==> config.mk <==
export PLATFORM = sky130hd
export DESIGN_NAME = grip_and_fall_detector
export DESIGN_NICKNAME = d
export VERILOG_FILES = /design/src/gfd_pkg.sv /design/src/gfd_update.sv /design/src/grip_and_fall_detector.sv
export SDC_FILE = /design/constraint.sdc
export NUM_CORES = 1
export LEC_CHECK = 0
export ABC_AREA = 1
export ABC_CLOCK_PERIOD_IN_PS = 2200
export BUFFER_PORTS_ARGS = -buffer_cell sky130_fd_sc_hd__clkbuf_2
export CORE_AREA = 2 2 103 105
export CTS_CLUSTER_DIAMETER = 50
export DETAILED_ROUTE_END_ITERATION = 8
export DIE_AREA = 0 0 105 107
export SYNTH_ARGS = -nofsm -noshare
export SYNTH_HDL_FRONTEND = slang
export SYNTH_SLANG_ARGS = --single-unit
==> constraint.sdc <==
create_clock -name clk -period 2.2 [get_ports clk]
set_clock_uncertainty 0.05 [all_clocks]
set_input_delay 0 -clock clk [delete_from_list [all_inputs] [get_ports clk]]
set_output_delay 0 -clock clk [all_outputs]
set_load 0.01 [all_outputs]
==> src/gfd_pkg.sv <==
// Types and constants shared by the grip and fall detector.
`default_nettype none

package gfd_pkg;

	localparam int SAMPLE_BITS = 12;
	localparam int HOLD_BITS   = 4;
	localparam int FALL_BITS   = 6;
	localparam int GRIP_BITS   = 5;
	localparam int CFG_IDX_BITS  = 3;
	localparam int CFG_DATA_BITS = 12;

	typedef enum logic [CFG_IDX_BITS-1:0] {
		CFG_HOLD_THRESHOLD = 3'd0,
		CFG_FALL_THRESHOLD = 3'd1,
		CFG_HOLD_ON_COUNT  = 3'd2,
		CFG_RELEASE_COUNT  = 3'd3,
		CFG_FALL_LIMIT     = 3'd4
	} cfg_index_t;

	localparam logic [SAMPLE_BITS-1:0] HOLD_THRESHOLD_RST = 12'd1434;
	localparam logic [SAMPLE_BITS-1:0] FALL_THRESHOLD_RST = 12'd2703;
	localparam logic [HOLD_BITS-1:0]   HOLD_ON_COUNT_RST  = 4'd2;
	localparam logic [HOLD_BITS-1:0]   RELEASE_COUNT_RST  = 4'd8;
	localparam logic [FALL_BITS-1:0]   FALL_LIMIT_RST     = 6'd30;

	localparam logic KIND_FLEX  = 1'b0;
	localparam logic KIND_ACCEL = 1'b1;

	typedef enum logic [1:0] {
		MODE_REST    = 2'd0,
		MODE_WALK    = 2'd1,
		MODE_FALLING = 2'd2,
		MODE_FELL    = 2'd3
	} mode_t;

	typedef struct packed {
		logic                   kind;
		logic [SAMPLE_BITS-1:0] sample;
	} in_word_t;

	typedef struct packed {
		mode_t mode;
		logic  held;
		logic  fall_event;
		logic  alarm;
	} out_word_t;

	typedef struct packed {
		logic [SAMPLE_BITS-1:0] hold_threshold;
		logic [SAMPLE_BITS-1:0] fall_threshold;
		logic [HOLD_BITS-1:0]   hold_on_count;
		logic [HOLD_BITS-1:0]   release_count;
		logic [FALL_BITS-1:0]   fall_limit;
	} cfg_t;

	typedef struct packed {
		mode_t                        mode;
		logic                         held;
		logic signed [GRIP_BITS-1:0]  grip;
		logic [FALL_BITS-1:0]         fall_cnt;
		logic                         fell;
	} state_t;

endpackage

`default_nettype wire

==> src/gfd_update.sv <==
// Next-state and result logic for one sensor word.
`default_nettype none

module gfd_update import gfd_pkg::*; (
	input  var in_word_t  word,
	input  var cfg_t      cfg,
	input  var state_t    cur,
	output var state_t    nxt,
	output var out_word_t res
);

	logic signed [GRIP_BITS:0] grip_up;
	logic signed [GRIP_BITS:0] grip_dn;
	logic signed [GRIP_BITS:0] on_lim;
	logic signed [GRIP_BITS:0] rel_lim;
	logic [FALL_BITS:0]        fall_up;
	logic                      gripped;
	logic                      falling;
	logic                      event_w;

	assign gripped = word.sample > cfg.hold_threshold;
	assign falling = word.sample >= cfg.fall_threshold;
	assign grip_up = {cur.grip[GRIP_BITS-1], cur.grip} + (GRIP_BITS+1)'(1);
	assign grip_dn = {cur.grip[GRIP_BITS-1], cur.grip} - (GRIP_BITS+1)'(1);
	assign on_lim  = $signed({(GRIP_BITS+1-HOLD_BITS)'(0), cfg.hold_on_count});
	assign rel_lim = -$signed({(GRIP_BITS+1-HOLD_BITS)'(0), cfg.release_count});
	assign fall_up = {1'b0, cur.fall_cnt} + (FALL_BITS+1)'(1);

	always_comb begin
		nxt     = cur;
		event_w = 1'b0;
		if (word.kind == KIND_FLEX) begin
			if (cur.mode == MODE_REST || cur.mode == MODE_WALK) begin
				if (!cur.held) begin
					if (gripped) begin
						if (grip_up >= on_lim) begin
							nxt.held = 1'b1;
							nxt.grip = '0;
							nxt.mode = MODE_WALK;
						end else begin
							nxt.grip = grip_up[GRIP_BITS-1:0];
						end
					end else if (cur.grip > 0) begin
						nxt.grip = grip_dn[GRIP_BITS-1:0];
					end
				end else begin
					if (!gripped) begin
						if (grip_dn <= rel_lim) begin
							nxt.held = 1'b0;
							nxt.grip = '0;
							nxt.mode = MODE_REST;
						end else begin
							nxt.grip = grip_dn[GRIP_BITS-1:0];
						end
					end else begin
						nxt.grip = '0;
					end
				end
			end
		end else if (cur.held && !cur.fell) begin
			if (falling) begin
				if (fall_up >= {1'b0, cfg.fall_limit}) begin
					nxt.mode     = MODE_FELL;
					nxt.fell     = 1'b1;
					nxt.fall_cnt = '0;
					event_w      = 1'b1;
				end else begin
					nxt.mode     = MODE_FALLING;
					nxt.fall_cnt = fall_up[FALL_BITS-1:0];
				end
			end else if (cur.fall_cnt != '0) begin
				nxt.mode     = MODE_WALK;
				nxt.fall_cnt = cur.fall_cnt - FALL_BITS'(1);
			end
		end
	end

	always_comb begin
		res.mode       = nxt.mode;
		res.held       = nxt.held;
		res.fall_event = event_w;
		res.alarm      = nxt.fell;
	end

endmodule

`default_nettype wire

==> src/grip_and_fall_detector.sv <==
// Grip qualification and fall detection from flex and accelerometer words.
//
//   channel  direction  handshake              content
//   in       input      in_valid / in_stall    in_word: kind, sample
//   out      output     out_valid / out_stall  out_word: mode, held, fall_event, alarm
//   cfg      input      cfg_wr_en              cfg_index, cfg_data
//
// Result word is registered after its input word is accepted; one word per cycle sustained while out_stall is low.
// The input register feeds the state update, which loads state and result register together.
// in_stall rises only when the input register is full and the result register is held.
// Reset restores register defaults and returns to rest, not held, counters clear, no alarm.
`default_nettype none

module grip_and_fall_detector import gfd_pkg::*; (
	input  var logic                     clk,
	input  var logic                     arst_n,
	input  var logic                     in_valid,
	output var logic                     in_stall,
	input  var in_word_t                 in_word,
	output var logic                     out_valid,
	input  var logic                     out_stall,
	output var out_word_t                out_word,
	input  var logic                     cfg_wr_en,
	input  var logic [CFG_IDX_BITS-1:0]  cfg_index,
	input  var logic [CFG_DATA_BITS-1:0] cfg_data
);

	cfg_t      cfg_q;
	state_t    state_q;
	state_t    state_nxt;
	out_word_t res;
	logic      valid_s1;
	in_word_t  word_s1;
	logic      out_valid_q;
	out_word_t out_word_q;
	logic      advance;

	assign advance   = !out_valid_q || !out_stall;
	assign in_stall  = valid_s1 && !advance;
	assign out_valid = out_valid_q;
	assign out_word  = out_word_q;

	always_ff @(posedge clk or negedge arst_n) begin
		if (!arst_n) begin
			cfg_q.hold_threshold <= HOLD_THRESHOLD_RST;
			cfg_q.fall_threshold <= FALL_THRESHOLD_RST;
			cfg_q.hold_on_count  <= HOLD_ON_COUNT_RST;
			cfg_q.release_count  <= RELEASE_COUNT_RST;
			cfg_q.fall_limit     <= FALL_LIMIT_RST;
		end else if (cfg_wr_en) begin
			case (cfg_index)
				CFG_HOLD_THRESHOLD: cfg_q.hold_threshold <= cfg_data[SAMPLE_BITS-1:0];
				CFG_FALL_THRESHOLD: cfg_q.fall_threshold <= cfg_data[SAMPLE_BITS-1:0];
				CFG_HOLD_ON_COUNT:  cfg_q.hold_on_count  <= cfg_data[HOLD_BITS-1:0];
				CFG_RELEASE_COUNT:  cfg_q.release_count  <= cfg_data[HOLD_BITS-1:0];
				CFG_FALL_LIMIT:     cfg_q.fall_limit     <= cfg_data[FALL_BITS-1:0];
				default: ;
			endcase
		end
	end

	always_ff @(posedge clk or negedge arst_n) begin
		if (!arst_n) begin
			valid_s1 <= 1'b0;
		end else if (!in_stall) begin
			valid_s1 <= in_valid;
		end
	end

	always_ff @(posedge clk) begin
		if (!in_stall && in_valid) begin
			word_s1 <= in_word;
		end
	end

	gfd_update u_update (
		.word (word_s1),
		.cfg  (cfg_q),
		.cur  (state_q),
		.nxt  (state_nxt),
		.res  (res)
	);

	always_ff @(posedge clk or negedge arst_n) begin
		if (!arst_n) begin
			state_q     <= '0;
			out_valid_q <= 1'b0;
		end else if (advance) begin
			out_valid_q <= valid_s1;
			if (valid_s1) begin
				state_q <= state_nxt;
			end
		end
	end

	always_ff @(posedge clk) begin
		if (advance && valid_s1) begin
			out_word_q <= res;
		end
	end

`ifndef NO_ASSERTIONS
	a_fell_sticks: assert property (@(posedge clk) disable iff (!arst_n)
		state_q.fell |=> state_q.fell)
		else $error("latched fall cleared");

	a_event_alarm: assert property (@(posedge clk) disable iff (!arst_n)
		out_valid && out_word.fall_event |-> out_word.alarm && out_word.mode == MODE_FELL)
		else $error("fall event without alarm in fell mode");

	a_stall_full: assert property (@(posedge clk) disable iff (!arst_n)
		in_stall |-> valid_s1 && out_valid_q && out_stall)
		else $error("input stalled with room downstream");

	a_grip_sign: assert property (@(posedge clk) disable iff (!arst_n)
		!state_q.held |-> state_q.grip >= 0)
		else $error("negative grip count while not held");

	a_fall_hold: assert property (@(posedge clk) disable iff (!arst_n)
		state_q.fall_cnt != '0 |-> !state_q.fell)
		else $error("fall count left after a latched fall");
`endif

endmodule

`default_nettype wire
==> results.sh, run 1 <==
export IMPL_start_util_pct=44.1
export IMPL_dp_cells=732
export IMPL_synth_xor_area_share_pct=2.36
export IMPL_finalPower_mw=5.64
export IMPL_synth_most_common_cell="nand2_1"
export IMPL_placed_area_sq_mm=0.00495
export IMPL_synth_compound_area_share_pct=10.4
export IMPL_critical_path_arrival_ps=2240
export IMPL_cap_violations=0
export IMPL_flow_area_growth_from_synthesis_pct=33.4
export IMPL_tightest_slew_ps=746
export IMPL_numCtsBuffers=9
export IMPL_synth_top_family_by_area="simple AND/OR/NAND/NOR gates"
export IMPL_yosys_area_share_adder_pct=12.9
export IMPL_powerDensity_mw_per_mm2=948
export IMPL_synth_fp_nets=621
export IMPL_cts_sinks=73
export IMPL_fin_ws_ps=17.5
export IMPL_ios=40
export IMPL_synthMuxAreaShare_pct=0
export IMPL_diodes=0
export IMPL_coreArea_sq_mm=0.0101
export IMPL_htree_levels=3
export IMPL_port_buffers=39
export IMPL_avgSynthCellArea_sq_um=8.22
export IMPL_netlist_cell_type_count=37
export IMPL_tns_ps=0
export IMPL_drc=0
export IMPL_clk_pin_slew_ps=90
export IMPL_netlist_area_sq_mm=0.00446
export IMPL_grtUsageTotal_pct=18.1
export IMPL_drv_slew=0
export IMPL_die_area_sq_mm=0.0112
export IMPL_grt_max_degree=25
export IMPL_die_h_um=107
export IMPL_async_reset_ff_share_pct=75.3
export IMPL_ir_drop_mv=0.463
export IMPL_vias_per_cell=4.74
export IMPL_yosys_top_cells_area="dfrtp_1, ha_1, edfxtp_1"
export IMPL_required_ps=2260
export IMPL_grt_pass1_vias=3677
export IMPL_min_path_cells=3
export IMPL_synth_top_cell_by_area="dfrtp_1"
export IMPL_worst_setup_path_start_kind="flop"
export IMPL_hp_start="cfg_index[0]"
export IMPL_seq_area_frac_synth_pct=43.6
export IMPL_maxSlewHeadroom_pct=50.2
export IMPL_grt_pass1_wl_mm=16.1
export IMPL_max_freq_mhz=458
export IMPL_ys_warn_count=0
export IMPL_min_path_type="input pin to flop"
export IMPL_p_leak_nw=2.87
export IMPL_drt_iter0_markers=163
export IMPL_netlist_area_leader_share_pct=20.2
export IMPL_r2r_worst_path_cells=11
export IMPL_worstSetupEndpointType="flop"
export IMPL_whs_ps=62.5
export IMPL_fin_cells=787
export IMPL_ys_ff_latch=73
export IMPL_finalSetupViolations=0
export IMPL_final_area_sq_mm=0.00594
export IMPL_synthFlopType="dfrtp_1"
export IMPL_place_congestion=0.854
export IMPL_r2r_end="out_word[0]$_DFFE_PP_"
export IMPL_detail_route_wl_per_cell_um=12.5
export IMPL_die_w_um=105
export IMPL_clockBufferDepth=2
export IMPL_drive_gt1_share_pct=29.8
export IMPL_first_pass_iters=5
export IMPL_ff2ff_setup_slack_ps=20
export IMPL_cts_root_buf="clkbuf_8"
export IMPL_timing_rr_start="state_q[2]$_DFFE_PN0P_"
export IMPL_num_fill_cells=919
export IMPL_yosys_area_share_simple_pct=21.3
export IMPL_syn_inst=542
export IMPL_antenna_found_initial=0
export IMPL_critPathCapture="out_word[0]$_DFFE_PP_"
export IMPL_grt_overflow=0
export IMPL_cts_tree="built"
export IMPL_totalWireLength_mm=9.86
export IMPL_num_rows=37
export IMPL_utilization_pct=58.9
export IMPL_clock_latency_ps=340
export IMPL_hold_violations=0
export IMPL_synth_edf_count=18
export IMPL_num_vias=3730
export IMPL_finalCriticalPeriod_ps=2180
export IMPL_cp_max_fo=4
export IMPL_post_place_ws_ps=-62.6
export IMPL_grt_setup_unrepaired="yes"
export IMPL_dp_hpwl_mm=6.92
export IMPL_path_class="flop to flop"
export IMPL_seqCellArea_sq_mm=0.00195
export IMPL_nets=725
export IMPL_final_antenna_net_count=0
export IMPL_period_share_pct=99.2
export IMPL_status="finished clean"
export IMPL_worstSetupStartpoint="state_q[2]$_DFFE_PN0P_"
export IMPL_netlist_top_cells_count="nand2_1, inv_1, o21ai_0"
export IMPL_multi_input_area_sq_mm=0.00249
[cells by family after synthesis]
kind of cell / after synthesis
and+or+nand+nor: 218
buffers and inverters: 111
AOI/OAI and AO/OA: 82
DFF: 73
adders and majority gates: 46
xor gates and xnor gates: 12
[repair_timing]
item / 4_1_cts / 5_1_grt
gates resized for setup: 19 / 65
hold endpoints to repair: 72 / 0
hold buffers: 29 / 0
pin swaps: 7 / 32
endpoints found under the setup margin: 11 / 20
buffers inserted: 0 / 10
[placed cells by master (no fill, tap or decap), drive strengths merged, types with 2 or more instances in the layout]
master and n:
nand2 143, inv 107, o21ai 52, clkbuf 50, ha 46, nor2 40, dfrtp 36, buf 31
dlygate4sd3 29, nand3 23, dfstp 19, edfxtp 18, a21oi 16, xor2 12, nand4 6, nand3b 3
a31oi 3, o21bai 2, o21a 2, o22ai 2, a22oi 2, bufinv 2, nor3 2
[power breakdown]
group	switching, mW	internal (mW)
clock	0.516	0.670
combinational	1.46	1.15
sequential	0.160	1.67
total	2.14	3.50
[state kept, by name (all words and copies together) (netlist names)]
register and cells:
out_word 5, word_s1 13, state_q 15, valid_s1 1, cfg_q 38, out_valid 1
[worst min path at each step]
stage                                   endpoint  slack (ps)
after detailed placement  state_q[9]$_DFFE_PN0P_         -10
after global routing       cfg_q[13]$_DFFE_PN0P_          90
after CTS                   cfg_q[9]$_DFFE_PN1P_          30
final                       cfg_q[9]$_DFFE_PN1P_          60
after global placement    state_q[9]$_DFFE_PN0P_         -20
after floorplan             cfg_q[0]$_DFFE_PN0P_        -350
[area by class of cell]
| cell class | count | share of cell area (%) |
|---|---|---|
| Multi-Input combinational cell | 358 | 41.9 |
| Timing Repair Buffer | 99 | 12.1 |
| Clock inverter | 5 | 1.30 |
| Sequential cell | 73 | 32.7 |
| Clock buffer | 11 | 2.38 |
| Tap cell | 136 | 2.86 |
| Inverter | 105 | 6.71 |
[worst max-delay path: stages, from the launching register on]
cell and delay (ps):
dfrtp_2 450, ha_4 200, nand2_2 70, xor2_1 150, inv_1 100, ha_4 230
a21oi_2 110, o211ai_1 140, nor2_4 160, nand2_4 90, nand3_1 130, nand2_1 60
[metal layers]
metal | part of all wire [%] | GRT usage [%] | routed length, um | vias up
met4 | 2.2 | 6.86 | 217 | 0
met3 | 3.7 | 4.13 | 366 | 19
met1 | 43 | 20.8 | 4210 | 1699
met2 | 51 | 32.8 | 5060 | 82
li1 | - | - | - | 1930
met5 | 0 | 0 | 0 | -
Note: power is estimated with default switching activity, not from simulation.
==> inputs of run 2 (changes only) <==
==> constraint.sdc (replaced) <==
create_clock -name clk -period 2.2 [get_ports clk]
set_clock_uncertainty 0.05 [all_clocks]
set_input_delay 0.44 -clock clk [delete_from_list [all_inputs] [get_ports clk]]
set_output_delay 0.44 -clock clk [all_outputs]
set_load 0.01 [all_outputs]
==> run 2 against run 1 <==
  * Power decreased by 2.5%
  * Final area decreased by 5.0%
  * Combinational power decreased by 6%
  * Clock-buffer cell count increased by 2
  * Sequential share of layout area increased by 1.7 points
  * Die area unchanged
  * Non-clock buffer count decreased by 30
  * Utilization decreased by 3.0 points
  * Worst hold slack got worse by 30 ps
  * Critical path type unchanged
  * Clock power about the same
  * Register-to-register slack got worse by 20 ps
  * The run now ends with negative setup slack left
  * Largest cell class unchanged
  * First-iteration DRC count decreased by 12%
==> results.sh, run 2 (synthesis gave the netlist of run 1 again) <==
export IMPL_final_common_cell="nand2_1"
export IMPL_htree_levels=3
export IMPL_top_register="cfg_q"
export IMPL_die_h_um=107
export IMPL_final_area_sq_mm=0.00565
export IMPL_grt_pass1_wl_mm=15.3
export IMPL_tns_ps=-4.95
export IMPL_min_path_type="input pin to async pin"
export IMPL_cp_top_family="simple AND/OR/NAND/NOR gates"
export IMPL_flow_area_growth_from_synthesis_pct=26.7
export IMPL_met2_usage_pct=30.7
export IMPL_cpMostUsedCell="nand2_2"
export IMPL_biggestRegsByFlops="cfg_q x38, state_q x15, word_s1 x13"
export IMPL_numCtsBuffers=9
export IMPL_cp_max_fo=5
export IMPL_largest_register_ffs=38
export IMPL_dp_cells=732
export IMPL_ff2ff_setup_slack_ps=-5
export IMPL_finalSetupViolations=1
export IMPL_grt_pass1_vias=3340
export IMPL_cts_root_buf="clkbuf_8"
export IMPL_place_congestion=0.857
export IMPL_clockBufferDepth=2
export IMPL_fin_ws_ps=-4.95
export IMPL_grt_setup_unrepaired="yes"
export IMPL_worst_setup_path_start_kind="flop"
export IMPL_drt_iter0_markers=143
export IMPL_path_class="flop to flop"
export IMPL_vias_per_cell=4.78
export IMPL_final_cell_mix="nand2_1, inv_1, o21ai_0"
export IMPL_hold_violations=0
export IMPL_finalPower_mw=5.50
export IMPL_grt_busiest_layer="met2"
export IMPL_antenna_found_initial=0
export IMPL_drc=0
export IMPL_fin_cells=757
export IMPL_num_vias=3617
export IMPL_drv_slew=0
export IMPL_nets=695
export IMPL_powerDensity_mw_per_mm2=974
export IMPL_status="finished, violations left"
export IMPL_ir_drop_mv=0.433
export IMPL_final_antenna_net_count=0
export IMPL_grt_max_degree=34
export IMPL_cpPeakStageDelay_ps=400
export IMPL_worstSetupEndpointType="flop"
export IMPL_coreArea_sq_mm=0.0101
export IMPL_maxSlewHeadroom_pct=58.5
export IMPL_cts_tree="built"
export IMPL_grt_overflow=0
export IMPL_diodes=0
export IMPL_num_fill_cells=940
export IMPL_ios=40
export IMPL_required_ps=2280
export IMPL_tightest_slew_ps=622
export IMPL_worstPathCellList="inv_2, ha_4, xor2_2, ha_1, nand2_2, nor2_4, nand2_2, nand4_1, nand3_4, nand3_2, nand2_1, inv_1, nand2_1, nand2_2"
export IMPL_first_pass_iters=4
export IMPL_totalWireLength_mm=9.73
export IMPL_post_place_ws_ps=-115
export IMPL_grtUsageTotal_pct=17.5
export IMPL_p_leak_nw=2.74
export IMPL_die_w_um=105
export IMPL_die_area_sq_mm=0.0112
export IMPL_cp_num_buf_inv=2
export IMPL_cts_sinks=73
export IMPL_clock_latency_ps=370
export IMPL_detail_route_wl_per_cell_um=12.9
export IMPL_critical_path_arrival_ps=2290
export IMPL_whs_ps=32.2
export IMPL_start_util_pct=44.1
export IMPL_utilization_pct=56.0
export IMPL_dp_hpwl_mm=6.99
export IMPL_grtUsageMet3_pct=2.98
export IMPL_port_buffers=39
export IMPL_crit_slowest_cell="dfrtp_1"
export IMPL_violations="negative setup slack"
export IMPL_grt_use_met1_pct=20.6
export IMPL_placed_area_sq_mm=0.00497
export IMPL_num_rows=37
export IMPL_clk_pin_slew_ps=90
export IMPL_cap_violations=0
export IMPL_finalCriticalPeriod_ps=2200
export IMPL_period_share_pct=100
export IMPL_max_freq_mhz=454
export IMPL_drive_gt1_share_pct=30.4
==> run 2: cell count changes in the layout (fill, tap and decap cells not counted), moves of 2 or more <==
cell,change
a21oi_1,+4
dlygate4sd3_1,-29
nand2_2,+6
a21oi_2,-4
inv_1,-4
ha_2,-2
inv_2,+3
nand2_4,-3
dfrtp_1,+2
nand2_1,-3
buf_4,-3
dfrtp_2,-2
==> run 2: final timing paths <==
path                            cells past startpoint              startpoint                      end
worst min-delay path                                1                  arst_n  state_q[11]$_DFFE_PN0P_
min in group clk                                    1              in_word[6]     word_s1[6]$_DFFE_PP_
worst min register to register                      2    valid_s1$_DFFE_PN0N_    out_valid$_DFFE_PN0N_
worst max-delay path                               14  state_q[8]$_DFFE_PN0P_    out_word[3]$_DFFE_PP_
max in group asynchronous                           2                  arst_n     cfg_q[3]$_DFFE_PN1P_
worst max register to register                     14  state_q[8]$_DFFE_PN0P_    out_word[3]$_DFFE_PP_
==> run 2: cell type report <==
class / count / area, sq um / area share (%)
Multi-Input combinational cell: 358 / 2470 / 43.7
Sequential cell: 73 / 1940 / 34.4
Timing Repair Buffer: 69 / 440 / 7.80
Inverter: 105 / 402 / 7.11
Tap cell: 136 / 170 / 3.01
Clock buffer: 13 / 159 / 2.81
Clock inverter: 3 / 65.1 / 1.15
==> run 2: layer usage <==
layer | routed length (um) | up-vias
met2 | 4930 | 53
met1 | 4270 | 1672
met4 | 230 | 0
li1 | - | 1875
met5 | 0 | -
met3 | 300 | 17
==> run 2: where the power goes <==
group          switching [mW]  internal (mW)
combinational            1.44           1.02
sequential              0.156           1.67
clock                   0.509          0.700
total                    2.10           3.40
==> run 2: what timing repair did <==
item / 4_1_cts / 5_1_grt
buffers inserted: 1 / 8
endpoints found under the setup margin: 12 / 20
gates resized for setup: 13 / 69
pin swaps: 3 / 32
hold buffers: 0 / 0
==> inputs of run 3 (changes only) <==
--- a/config.mk
+++ b/config.mk
@@ -14,2 +14,3 @@
 export DIE_AREA = 0 0 105 107
+export GPL_ROUTABILITY_DRIVEN = 0
 export SYNTH_ARGS = -nofsm -noshare
--- a/constraint.sdc
+++ b/constraint.sdc
@@ -4,2 +4,2 @@
 set_output_delay 0.44 -clock clk [all_outputs]
-set_load 0.01 [all_outputs]
+set_load 0.1 [all_outputs]
==> run 3 against run 2 <==
  * The flow still finishes with violations (negative setup slack)
  * Combinational power up 7%
  * Power down 0.79%
  * First-iteration DRC count down 3.5%
  * Largest power group unchanged
  * Critical path type unchanged
  * Critical path depth down 1
  * Sequential share of layout area about the same
  * Final area about the same
  * Final cell count down 0.13%
==> results.sh, run 3 (synthesis gave the netlist of run 1 again) <==
export IMPL_hold_violations=0
export IMPL_grt_pass1_wl_mm=15.8
export IMPL_finalSetupViolations=8
export IMPL_tightest_slew_ps=552
export IMPL_min_path_type="input pin to async pin"
export IMPL_cap_violations=0
export IMPL_violations="negative setup slack"
export IMPL_coreArea_sq_mm=0.0101
export IMPL_num_rows=37
export IMPL_nets=694
export IMPL_required_ps=2420
export IMPL_totalWireLength_mm=9.67
export IMPL_die_area_sq_mm=0.0112
export IMPL_die_w_um=105
export IMPL_final_cell_mix="nand2_1, inv_1, o21ai_0"
export IMPL_drc=0
export IMPL_port_buffers=39
export IMPL_numCtsBuffers=9
export IMPL_largest_register_ffs=38
export IMPL_ios=40
export IMPL_grt_use_met1_pct=21.6
export IMPL_diodes=0
export IMPL_grt_setup_unrepaired="yes"
export IMPL_cts_tree="built"
export IMPL_grt_overflow=0
export IMPL_clock_latency_ps=360
export IMPL_drv_slew=0
export IMPL_clk_pin_slew_ps=80
export IMPL_first_pass_iters=4
export IMPL_period_share_pct=103
export IMPL_biggestRegsByFlops="cfg_q x38, state_q x15, word_s1 x13"
export IMPL_dp_hpwl_mm=6.82
export IMPL_powerDensity_mw_per_mm2=965
export IMPL_finalPower_mw=5.46
export IMPL_grtUsageMet3_pct=2.80
export IMPL_flow_area_growth_from_synthesis_pct=26.8
export IMPL_drive_gt1_share_pct=31.9
export IMPL_detail_route_wl_per_cell_um=12.8
export IMPL_grt_max_degree=56
export IMPL_post_place_ws_ps=-81.4
export IMPL_num_vias=3592
export IMPL_htree_levels=3
export IMPL_cts_sinks=73
export IMPL_status="finished, violations left"
export IMPL_fin_ws_ps=-57.8
export IMPL_top_register="cfg_q"
export IMPL_worst_setup_path_start_kind="flop"
export IMPL_die_h_um=107
export IMPL_cts_root_buf="clkbuf_8"
export IMPL_maxSlewHeadroom_pct=63.2
export IMPL_grt_busiest_layer="met2"
export IMPL_antenna_found_initial=0
export IMPL_cp_max_fo=5
export IMPL_grt_pass1_vias=3454
export IMPL_met2_usage_pct=31.0
export IMPL_grtUsageTotal_pct=17.8
export IMPL_drt_iter0_markers=138
export IMPL_final_antenna_net_count=0
export IMPL_finalCriticalPeriod_ps=2260
export IMPL_cts_hold_buf=0
export IMPL_path_class="flop to flop"
export IMPL_critical_path_arrival_ps=2480
export IMPL_p_leak_nw=2.71
export IMPL_worstSetupEndpointType="flop"
export IMPL_vias_per_cell=4.75
export IMPL_clockBufferDepth=2
export IMPL_max_freq_mhz=443
export IMPL_ir_drop_mv=0.417
export IMPL_final_common_cell="nand2_1"
export IMPL_start_util_pct=44.1
==> run 3: changes by cell type in the layout (fill, tap and decap cells not counted), sizes merged <==
cell    previous run  this run
clkinv             1         3
bufinv             2         0
buf               30        29
==> run 3: repair_timing <==
action	4_1_cts	5_1_grt
endpoints found under the setup margin	13	20
buffers inserted	0	5
gates resized for setup	16	77
pin swaps	2	38
==> run 3: layer usage <==
metal / vias up / part of all wire [%]
li1: 1868 / -
met1: 1647 / 44
met2: 61 / 50
met3: 16 / 3.4
met4: 0 / 2.2
met5: - / 0
==> run 3: report_power, final <==
part | total, mW | switching, mW | internal [mW]
Sequential | 1.83 | 0.159 | 1.67
Clock | 0.991 | 0.524 | 0.468
Combinational | 2.63 | 1.56 | 1.07
==> run 3: cell type report <==
type                       count  area (sq um)
clock inverter                 3          15.0
fill                         944          4440
sequential                    73          1950
timing repair buffer          68           437
inverter                     105           397
multi-input combinational    358          2530
clock buffer                  13           159
tap                          136           170
==> run 3: path summary, 6_finish.rpt <==
path                                        start                      end  slack [ps]  cells after the start
max in group asynchronous                  arst_n    cfg_q[33]$_DFFE_PN1P_        1750                      2
hold / removal                             arst_n  state_q[10]$_DFFE_PN0P_          20                      2
setup reg to reg           state_q[1]$_DFFE_PN0P_   state_q[6]$_DFFE_PN0P_         -60                     13
setup / recovery           state_q[1]$_DFFE_PN0P_   state_q[6]$_DFFE_PN0P_         -60                     13
min in group clk                      in_word[10]    word_s1[10]$_DFFE_PP_         210                      1
hold reg to reg             cfg_q[20]$_DFFE_PN0P_    cfg_q[20]$_DFFE_PN0P_         440                      2
==> run 3: critical path: stages (launching register included) <==
cell,delay [ps]
dfrtp_1,430
buf_6,150
buf_4,130
inv_2,70
ha_4,210
ha_1,290
nand2_1,70
o21a_1,160
nor2_4,50
nor2_4,100
nand2_4,100
nor2_8,150
nand2_2,70
a31oi_1,130
==> run 3: metrics by stage <==
step | instance area (sq um) | cells | hold slack (ps) | utilization [%] | TNS [ps]
final | 5650 | 756 | 17.3 | 56.0 | -231
after global routing | 5650 | 756 | 44.8 | 56.0 | -1970
after CTS | 5270 | 751 | 27.3 | 52.2 | 0
after detailed placement | 5000 | 735 | 418 | 49.5 | -397
after global placement | 5000 | 735 | 417 | 49.5 | -34.4
after floorplan | 4470 | 542 | 94.4 | - | 0
